### config.mk
export PLATFORM = sky130hd
export DESIGN_NAME = posit64_to_int64_flat
export DESIGN_NICKNAME = d
export VERILOG_FILES = /design/src/rtl/core/p64i_pkg.sv /design/src/rtl/core/p64i_posit_if.sv /design/src/rtl/core/p64i_int_if.sv /design/src/rtl/core/p64i_front.sv /design/src/rtl/core/p64i_align.sv /design/src/rtl/core/p64i_round.sv /design/src/rtl/core/posit64_to_int64.sv /design/src/flat_wrapper.sv
export SDC_FILE = /design/constraint.sdc
export NUM_CORES = 1
export LEC_CHECK = 0
export ABC_CLOCK_PERIOD_IN_PS = 9600
export BUFFER_PORTS_ARGS = -buffer_cell sky130_fd_sc_hd__buf_2
export CAP_MARGIN = 5
export CORE_MARGIN = 2
export CORE_UTILIZATION = 43
export CTS_CLUSTER_DIAMETER = 50
export DETAILED_ROUTE_END_ITERATION = 7
export PLACE_DENSITY = 0.67
export SETUP_SLACK_MARGIN = 0.5
export SYNTH_ARGS = -nofsm -noshare
export SYNTH_HDL_FRONTEND = slang
export SYNTH_SLANG_ARGS = --single-unit
### constraint.sdc
create_clock -name clk -period 9.6 [get_ports clk]
set_input_delay 1.44 -clock clk [delete_from_list [all_inputs] [get_ports clk]]
set_output_delay 1.44 -clock clk [all_outputs]
set_load 0.01 [all_outputs]
### src/rtl/core/p64i_pkg.sv
// Shared constants and stage payload types for the posit64 to int64 converter.
// No dependencies.
package p64i_pkg;

    localparam logic [63:0] NAR_PATTERN = 64'h8000_0000_0000_0000;
    localparam logic [63:0] INT_MAX_BITS = 64'h7FFF_FFFF_FFFF_FFFF;
    localparam logic [63:0] INT_MIN_BITS = 64'h8000_0000_0000_0000;

    // Register stages from input to output.
    localparam int unsigned P64I_DEPTH = 5;

    // Regime run length found, regime not yet stripped.
    typedef struct packed {
        logic        neg;
        logic        special;
        logic        lead;
        logic [5:0]  run_len;
        logic [63:0] body;
    } p64i_regime_t;

    // Scale and left-justified fraction.
    typedef struct packed {
        logic              neg;
        logic              special;
        logic signed [9:0] scale;
        logic [63:0]       frac;
    } p64i_fields_t;

endpackage

### src/rtl/core/p64i_posit_if.sv
// Request channel carrying one posit64 pattern.
// Depends on nothing.
interface p64i_posit_if;
    logic        valid;
    logic        ready;
    logic [63:0] posit_bits;

    modport source (output valid, output posit_bits, input ready);
    modport sink (input valid, input posit_bits, output ready);
endinterface

### src/rtl/core/p64i_int_if.sv
// Request channel carrying one signed 64-bit integer.
// Depends on nothing.
interface p64i_int_if;
    logic               valid;
    logic               ready;
    logic signed [63:0] int_value;

    modport source (output valid, output int_value, input ready);
    modport sink (input valid, input int_value, output ready);
endinterface

### src/rtl/core/p64i_front.sv
// Stages 1 and 2: special-case detect, two's complement of negative posits,
// and regime run-length count. Depends on p64i_pkg.
module p64i_front (
    input  logic                  clk,
    input  logic                  rst_n,
    input  logic                  in_valid,
    output logic                  in_ready,
    input  logic [63:0]           posit_bits,
    output logic                  out_valid,
    input  logic                  out_ready,
    output p64i_pkg::p64i_regime_t out_data
);

    typedef struct packed {
        logic        neg;
        logic        special;
        logic [63:0] body;
    } s1_t;

    // Leading zero count: per-byte counts, then pick the top nonzero byte.
    function automatic logic [5:0] lzc64(input logic [63:0] v);
        logic [2:0] byte_cnt [8];
        logic [7:0] nz;
        logic [5:0] res;
        res = 6'd0;
        for (int g = 0; g < 8; g++)
        begin
            nz[g] = |v[g*8 +: 8];
            byte_cnt[g] = 3'd0;
            for (int i = 0; i < 8; i++)
            begin
                if (v[g*8 + i])
                begin
                    byte_cnt[g] = 3'(7 - i);
                end
            end
        end
        for (int g = 0; g < 8; g++)
        begin
            if (nz[g])
            begin
                res = {3'(7 - g), byte_cnt[g]};
            end
        end
        return res;
    endfunction

    logic        s1_valid_reg;
    s1_t         s1_data_reg;
    s1_t         s1_data_next;
    logic        s2_valid_reg;
    p64i_pkg::p64i_regime_t s2_data_reg;
    p64i_pkg::p64i_regime_t s2_data_next;
    logic        s1_ready;
    logic        s2_ready;
    logic [63:0] mag;
    logic [63:0] run_src;

    assign s2_ready = !s2_valid_reg || out_ready;
    assign s1_ready = !s1_valid_reg || s2_ready;
    assign in_ready = s1_ready;

    always_comb
    begin
        mag = posit_bits[63] ? (64'd0 - posit_bits) : posit_bits;
        s1_data_next.neg = posit_bits[63];
        s1_data_next.special = (posit_bits == 64'd0) ||
                               (posit_bits == p64i_pkg::NAR_PATTERN);
        // drop the sign bit
        s1_data_next.body = {mag[62:0], 1'b0};
    end

    always_comb
    begin
        run_src = s1_data_reg.body[63] ? ~s1_data_reg.body : s1_data_reg.body;
        s2_data_next.neg = s1_data_reg.neg;
        s2_data_next.special = s1_data_reg.special;
        s2_data_next.lead = s1_data_reg.body[63];
        s2_data_next.run_len = lzc64(run_src);
        s2_data_next.body = s1_data_reg.body;
    end

    always_ff @(posedge clk or negedge rst_n)
    begin
        if (!rst_n)
        begin
            s1_valid_reg <= 1'b0;
            s2_valid_reg <= 1'b0;
        end
        else
        begin
            if (s1_ready)
            begin
                s1_valid_reg <= in_valid;
            end
            if (s2_ready)
            begin
                s2_valid_reg <= s1_valid_reg;
            end
        end
    end

    always_ff @(posedge clk)
    begin
        if (s1_ready && in_valid)
        begin
            s1_data_reg <= s1_data_next;
        end
        if (s2_ready && s1_valid_reg)
        begin
            s2_data_reg <= s2_data_next;
        end
    end

    assign out_valid = s2_valid_reg;
    assign out_data = s2_data_reg;

endmodule

### src/rtl/core/p64i_align.sv
// Stage 3: strip the regime, form the binary scale and the fraction.
// Depends on p64i_pkg.
module p64i_align (
    input  logic                   clk,
    input  logic                   rst_n,
    input  logic                   in_valid,
    output logic                   in_ready,
    input  p64i_pkg::p64i_regime_t in_data,
    output logic                   out_valid,
    input  logic                   out_ready,
    output p64i_pkg::p64i_fields_t out_data
);

    logic                   s3_valid_reg;
    p64i_pkg::p64i_fields_t s3_data_reg;
    p64i_pkg::p64i_fields_t s3_data_next;
    logic                   s3_ready;
    logic [6:0]             shamt;
    logic [63:0]            shifted;
    logic signed [9:0]      regime_k;

    assign s3_ready = !s3_valid_reg || out_ready;
    assign in_ready = s3_ready;

    always_comb
    begin
        // skip the run and its terminating bit; a shift of 64 clears the word
        shamt = {1'b0, in_data.run_len} + 7'd1;
        shifted = in_data.body << shamt;
        regime_k = in_data.lead ? ($signed({4'b0, in_data.run_len}) - 10'sd1)
                                : -$signed({4'b0, in_data.run_len});
        s3_data_next.neg = in_data.neg;
        s3_data_next.special = in_data.special;
        s3_data_next.scale = (regime_k <<< 2) + $signed({8'b0, shifted[63:62]});
        s3_data_next.frac = {shifted[61:0], 2'b00};
    end

    always_ff @(posedge clk or negedge rst_n)
    begin
        if (!rst_n)
        begin
            s3_valid_reg <= 1'b0;
        end
        else if (s3_ready)
        begin
            s3_valid_reg <= in_valid;
        end
    end

    always_ff @(posedge clk)
    begin
        if (s3_ready && in_valid)
        begin
            s3_data_reg <= s3_data_next;
        end
    end

    assign out_valid = s3_valid_reg;
    assign out_data = s3_data_reg;

endmodule

### src/rtl/core/p64i_round.sv
// Stages 4 and 5: integer part with round and sticky bits, then round-to-even
// increment, saturation and sign restore. Depends on p64i_pkg.
module p64i_round (
    input  logic                   clk,
    input  logic                   rst_n,
    input  logic                   in_valid,
    output logic                   in_ready,
    input  p64i_pkg::p64i_fields_t in_data,
    output logic                   out_valid,
    input  logic                   out_ready,
    output logic signed [63:0]     int_value
);

    typedef struct packed {
        logic        neg;
        logic        zero;
        logic        sat;
        logic        inc;
        logic [63:0] ip;
    } s4_t;

    logic        s4_valid_reg;
    s4_t         s4_data_reg;
    s4_t         s4_data_next;
    logic        s5_valid_reg;
    logic [63:0] int_value_reg;
    logic [63:0] int_value_next;
    logic        s4_ready;
    logic        s5_ready;
    logic        half;
    logic [5:0]  sc6;
    logic [6:0]  rshamt;
    logic [64:0] wide;
    logic [63:0] rem;
    logic        rnd;
    logic        sticky;
    logic        carry_out;
    logic [63:0] sum;

    assign s5_ready = !s5_valid_reg || out_ready;
    assign s4_ready = !s4_valid_reg || s5_ready;
    assign in_ready = s4_ready;

    always_comb
    begin
        half = (in_data.scale == -10'sd1);
        sc6 = in_data.scale[5:0];
        rshamt = 7'd64 - {1'b0, sc6};
        // hidden one above the fraction
        wide = {1'b1, in_data.frac} >> rshamt;
        rem = in_data.frac << sc6;
        rnd = half ? 1'b1 : rem[63];
        sticky = half ? (|in_data.frac) : (|rem[62:0]);
        s4_data_next.neg = in_data.neg;
        s4_data_next.zero = in_data.special || (in_data.scale < -10'sd1);
        s4_data_next.sat = (in_data.scale > 10'sd62);
        s4_data_next.ip = half ? 64'd0 : wide[63:0];
        s4_data_next.inc = rnd && (sticky || (!half && wide[0]));
    end

    always_comb
    begin
        carry_out = s4_data_reg.inc && (&s4_data_reg.ip[62:0]);
        // negate as ~ip + 1 - inc to fold the increment into one adder
        sum = (s4_data_reg.ip ^ {64{s4_data_reg.neg}}) +
              {63'd0, s4_data_reg.neg ? !s4_data_reg.inc : s4_data_reg.inc};
        if (s4_data_reg.zero)
        begin
            int_value_next = 64'd0;
        end
        else if (s4_data_reg.sat || carry_out)
        begin
            int_value_next = s4_data_reg.neg ? p64i_pkg::INT_MIN_BITS
                                             : p64i_pkg::INT_MAX_BITS;
        end
        else
        begin
            int_value_next = sum;
        end
    end

    always_ff @(posedge clk or negedge rst_n)
    begin
        if (!rst_n)
        begin
            s4_valid_reg <= 1'b0;
            s5_valid_reg <= 1'b0;
        end
        else
        begin
            if (s4_ready)
            begin
                s4_valid_reg <= in_valid;
            end
            if (s5_ready)
            begin
                s5_valid_reg <= s4_valid_reg;
            end
        end
    end

    always_ff @(posedge clk)
    begin
        if (s4_ready && in_valid)
        begin
            s4_data_reg <= s4_data_next;
        end
        if (s5_ready && s4_valid_reg)
        begin
            int_value_reg <= int_value_next;
        end
    end

    assign out_valid = s5_valid_reg;
    assign int_value = $signed(int_value_reg);

endmodule

### src/rtl/core/posit64_to_int64.sv
// Converts a 64-bit posit (es = 2) to the nearest signed 64-bit integer,
// rounding to nearest with ties to even; NaR and zero give 0, and magnitudes
// that round to 2^63 or more saturate. The block accepts one posit per clock
// while the output is not stalled; the five register stages are negate,
// regime count, regime strip, round shift, and increment/saturate, and a stall
// at the output lets empty stages fill and then holds every stage in place
// without loss. Depends on p64i_pkg, p64i_posit_if, p64i_int_if, p64i_front,
// p64i_align and p64i_round.
module posit64_to_int64 (
    input logic         clk,
    input logic         rst_n,
    p64i_posit_if.sink  posit_in,
    p64i_int_if.source  int_out
);

    logic                   front_valid;
    logic                   front_ready;
    p64i_pkg::p64i_regime_t front_data;
    logic                   align_valid;
    logic                   align_ready;
    p64i_pkg::p64i_fields_t align_data;

    p64i_front u_front (
        .clk        (clk),
        .rst_n      (rst_n),
        .in_valid   (posit_in.valid),
        .in_ready   (posit_in.ready),
        .posit_bits (posit_in.posit_bits),
        .out_valid  (front_valid),
        .out_ready  (front_ready),
        .out_data   (front_data)
    );

    p64i_align u_align (
        .clk       (clk),
        .rst_n     (rst_n),
        .in_valid  (front_valid),
        .in_ready  (front_ready),
        .in_data   (front_data),
        .out_valid (align_valid),
        .out_ready (align_ready),
        .out_data  (align_data)
    );

    p64i_round u_round (
        .clk       (clk),
        .rst_n     (rst_n),
        .in_valid  (align_valid),
        .in_ready  (align_ready),
        .in_data   (align_data),
        .out_valid (int_out.valid),
        .out_ready (int_out.ready),
        .int_value (int_out.int_value)
    );

endmodule

### src/flat_wrapper.sv
// flat-port wrapper written by rule: the top's interface ports become plain ports
module posit64_to_int64_flat 
  (clk, rst_n, posit_in_valid, posit_in_posit_bits, posit_in_ready, int_out_valid, int_out_int_value, int_out_ready);
  p64i_posit_if posit_in_i ();
  p64i_int_if int_out_i ();
  input logic clk;
  input logic rst_n;
  input wire logic [$bits(posit_in_i.valid)-1:0] posit_in_valid;
  input wire logic [$bits(posit_in_i.posit_bits)-1:0] posit_in_posit_bits;
  output wire logic [$bits(posit_in_i.ready)-1:0] posit_in_ready;
  output wire logic [$bits(int_out_i.valid)-1:0] int_out_valid;
  output wire logic [$bits(int_out_i.int_value)-1:0] int_out_int_value;
  input wire logic [$bits(int_out_i.ready)-1:0] int_out_ready;
  assign posit_in_i.valid = posit_in_valid;
  assign posit_in_i.posit_bits = posit_in_posit_bits;
  assign posit_in_ready = posit_in_i.ready;
  assign int_out_valid = int_out_i.valid;
  assign int_out_int_value = int_out_i.int_value;
  assign int_out_i.ready = int_out_ready;
  posit64_to_int64 u_core (.clk(clk), .rst_n(rst_n), .posit_in(posit_in_i), .int_out(int_out_i));
endmodule
==> run_results.csv <==
group,metric,value,unit
sta,worst_slew_pin_slew,1.11,ns
synthesis,flops_latches_synth,346,
cts,h-tree-depth,2,
sta,layout_setup_ws,3.98,ns
cts,clock_sink_count,346,
sta,fin_crit_sh,58.5,%
setup_path,worst_path_max_delay_cell,"sky130_fd_sc_hd__ha_4",
setup_path,cp_top_family,"buffers and inverters",
final_layout,instances_no_fill,3755,
floorplanning,die_w,259,um
final_layout,areaGrowthSynthToFinish,9.48,%
cts,cts.root.buffer_cell,"sky130_fd_sc_hd__clkbuf_16",
synthesis,syn_nets,2977,
flow_run,count_of_max_cap_constraint_violations,0,
detailed_routing,routed_via_count_divided_by_cell_count,6.44,
power_and_ir_drop,intPower,0.00495,W
placed_design,post_place_cell_area,0.0290,mm2
floorplanning,dieArea,0.0669,mm2
cts,tritoncts,"done",
sta,max_slew_margin,25.8,%
global_routing,grt.overflow.total,0,
setup_path,timing.critical_path.slowest_cell_delay,1.01,ns
synthesis,post_synth_inst_count,2900,
detailed_routing,remaining_drc_errors,0,
detailed_routing,routed_length_per_instance,22.8,um
power_and_ir_drop,vdd.ir_drop.worst,0.181,mV
detailed_routing,route.antenna.remaining_nets,0,
setup_path,regToRegSetupSlack,3.98,ns
global_routing,globalRouteTotalUtil,25.1,%
floorplanning,core_rows,93,
floorplanning,num_io_pins,134,
synthesis,synth_top_cells_by_area,"sky130_fd_sc_hd__edfxtp_1 37%, sky130_fd_sc_hd__mux4_2 10%, sky130_fd_sc_hd__mux2i_1 7.0%, sky130_fd_sc_hd__nand2_1 4.3%, sky130_fd_sc_hd__nor2_1 4.1%",
global_routing,antenna_found_initial,1,
placed_design,preCtsSetupSlack,3.98,ns
sta,setup_viol,0,
cts,cts.hold.buffers_added,0,
detailed_routing,num_vias,24200,
power_and_ir_drop,leakage,10.8,nW
synthesis,yosys_warnings,0,
power_and_ir_drop,p_seq_share,32.4,%
placed_design,port_buffers,133,
cts,clock_insertion_delay_worst_skew,0.58,ns
synthesis,syn_area,0.0279,mm2
global_routing,grt_pass1_wl,133,mm
cts,cts-resized-gates,0,
cts,path_clk_slew,0.06,ns
floorplanning,fp.coreArea,0.0642,mm2
detailed_routing,dr.first_iter.drc_count,3293,
synthesis,seq_area_frac_synth,37.2,%
placed_design,dp_hpwl,61.6,mm
outcome,run_status,"completed",
setup_path,crit_required,9.92,ns
synthesis,synth_commonest_cells,"341 x sky130_fd_sc_hd__edfxtp_1, 322 x sky130_fd_sc_hd__nand2_1, 306 x sky130_fd_sc_hd__nor2_1, 194 x sky130_fd_sc_hd__mux2i_1, 167 x sky130_fd_sc_hd__clkbuf_1",
setup_path,arrival,5.93,ns
synthesis,synth-edff-count,341,
sta,fmaxAchievable,0.178,GHz
placed_design,globalplace.congestion,0.958,
setup_path,critical_path.cell_chain,"buf_12, clkinv_1, ha_2, ha_4, mux4_2, mux4_2, nand3_1, o2111ai_1, a21oi_1, a41oi_1, or2_1",
synthesis,synth.lib_cells_used.distinct,102,
sta,timing.clock.skew,0.0346,ns
global_routing,grt_max_degree,153,
power_and_ir_drop,power_density,288,mW/mm2
sta,finalSetupTns,0,ns
floorplanning,initial_core_util,43.4,%
floorplanning,chipHeight,259,um
setup_path,cp-start-kind,"flop",
setup_path,worstPathMaxFanout,152,
sta,min_period,5.62,ns
setup_path,cp_num_buf_inv,2,
setup_path,critical-path-top-cell-by-count,"sky130_fd_sc_hd__mux4_2",
global_routing,grt_pass1_vias,22900,
detailed_routing,drt_first_pass_iters,8,
power_and_ir_drop,share_clk_of_total_power,19.8,%
cts,cts_buffer_depth,3,
setup_path,end_kind,"flop",
cts,tritoncts.num_buffers,45,
synthesis,post-synth-top-area-fraction,36.7,%
placed_design,instance_count_after_placement_with_tap_cells_included,3672,
synthesis,ys.flop_type,"sky130_fd_sc_hd__edfxtp_1",
final_layout,layout-drive-gt1-share,16.7,%
power_and_ir_drop,total_power,0.00877,W
final_layout,largest_reg_flops,73,
power_and_ir_drop,power.net_switching,0.00383,W
final_layout,finish.instance_area,0.0305,mm2
worst_hold_path,timing.hold.worst.class,"flop to flop",
sta,maxSlewViolCount,0,
detailed_routing,drt-total-wl,85.8,mm
sta,grt_setup_unrepaired,"no",
synthesis,syn_avg_cell_area,9.61,um2
final_layout,nNetsFinal,2941,
cts,cts_setup_buffers,0,
synthesis,yosys.cell_count.top_type,"sky130_fd_sc_hd__edfxtp_1",
synthesis,synth_top_cell_by_area,"sky130_fd_sc_hd__edfxtp_1",
sta,hold_viol,0,
synthesis,async_flop_share,1.45,%
power_and_ir_drop,comb_power_share,47.8,%
power_and_ir_drop,p_sw_share,43.6,%
setup_path,worst-setup-path-type,"flop to flop",
## worst reg2reg max path, cell delays in order (launching register included)
cell	delay, ns
sky130_fd_sc_hd__edfxtp_1	0.37
sky130_fd_sc_hd__buf_12	0.67
sky130_fd_sc_hd__clkinv_1	0.99
sky130_fd_sc_hd__ha_2	0.57
sky130_fd_sc_hd__ha_4	1.01
sky130_fd_sc_hd__mux4_2	0.49
sky130_fd_sc_hd__mux4_2	0.49
sky130_fd_sc_hd__nand3_1	0.09
sky130_fd_sc_hd__o2111ai_1	0.19
sky130_fd_sc_hd__a21oi_1	0.17
sky130_fd_sc_hd__a41oi_1	0.11
sky130_fd_sc_hd__or2_1	0.24
## routing by layer
metal  global-route usage, %  wire, um  up-vias
li1                        -         -    11000
met1                    34.1     35600    11700
met2                    39.4     38700     1233
met3                    5.42      8200      252
met4                    9.44      3310        0
met5                       0         0        -
## stage by stage
stage | utilization, % | hold slack, ns
finish | 47.5 | 0.418
global route | 47.5 | 0.426
CTS | 47.5 | 0.419
detailed placement | 45.1 | 0.405
global placement | 45.1 | 0.405
floorplan | - | 0.400
## cells by family after synthesis
family / Yosys count / share of synthesized area [%]
AND/OR/NAND/NOR: 1028 / 17.6
AO/OA/AOI/OAI: 720 / 17.0
multiplexers: 359 / 18.8
flip-flops: 346 / 37.2
buffers and inverters: 299 / 4.54
XOR/XNOR: 139 / 4.37
adder cells (fa/ha/maj): 9 / 0.404
## layout make-up
| cell class | instances | area (um2) |
|---|---|---|
| clock buffers | 52 | 1150 |
| flip-flops and latches | 346 | 10400 |
| clock inverters | 29 | 394 |
| diodes | 2 | 5.00 |
| inverters | 45 | 169 |
| multi-input cells | 2255 | 16400 |
| repair buffers | 171 | 963 |
| well taps | 855 | 1070 |
| fillers | 5955 | 33700 |
## layout by cell type, fill, tap and decap left out, types with 45 or more instances in the layout
| master | n |
|---|---|
| sky130_fd_sc_hd__mux4_2 | 129 |
| sky130_fd_sc_hd__clkbuf_16 | 45 |
| sky130_fd_sc_hd__a21oi_1 | 163 |
| sky130_fd_sc_hd__a211oi_1 | 47 |
| sky130_fd_sc_hd__nor3_1 | 71 |
| sky130_fd_sc_hd__edfxtp_1 | 341 |
| sky130_fd_sc_hd__xnor2_1 | 113 |
| sky130_fd_sc_hd__nand2_1 | 322 |
| sky130_fd_sc_hd__mux2i_1 | 194 |
| sky130_fd_sc_hd__buf_2 | 133 |
| sky130_fd_sc_hd__nand3_1 | 61 |
| sky130_fd_sc_hd__o21ai_0 | 151 |
| sky130_fd_sc_hd__o22ai_1 | 81 |
| sky130_fd_sc_hd__nor2_1 | 306 |
## final timing paths
path | startpoint | endpoint | cells past startpoint
max in group asynchronous | rst_n | u_core.u_align.out_valid | 1
min in group asynchronous | rst_n | u_core.u_round.out_valid | 1
min | u_core.u_align.out_data[75] | u_core.u_round.s4_data_reg[67] | 0
min reg2reg | u_core.u_align.out_data[75] | u_core.u_round.s4_data_reg[67] | 0
max | u_core.u_align.out_data[64] | u_core.u_round.s4_data_reg[64] | 11
max reg2reg | u_core.u_align.out_data[64] | u_core.u_round.s4_data_reg[64] | 11
## power groups by stage
stage / Sequential, W / Clock [W] / Combinational [W]
after detailed placement: 0.00281 / 0 / 0.00410
after global placement: 0.00280 / 0 / 0.00404
after global routing: 0.00286 / 0.00182 / 0.00455
after CTS: 0.00279 / 0.00176 / 0.00412
after floorplan: 0.00239 / 0 / 0.00334
final: 0.00284 / 0.00174 / 0.00419
Note: power is estimated with default switching activity, not from simulation.
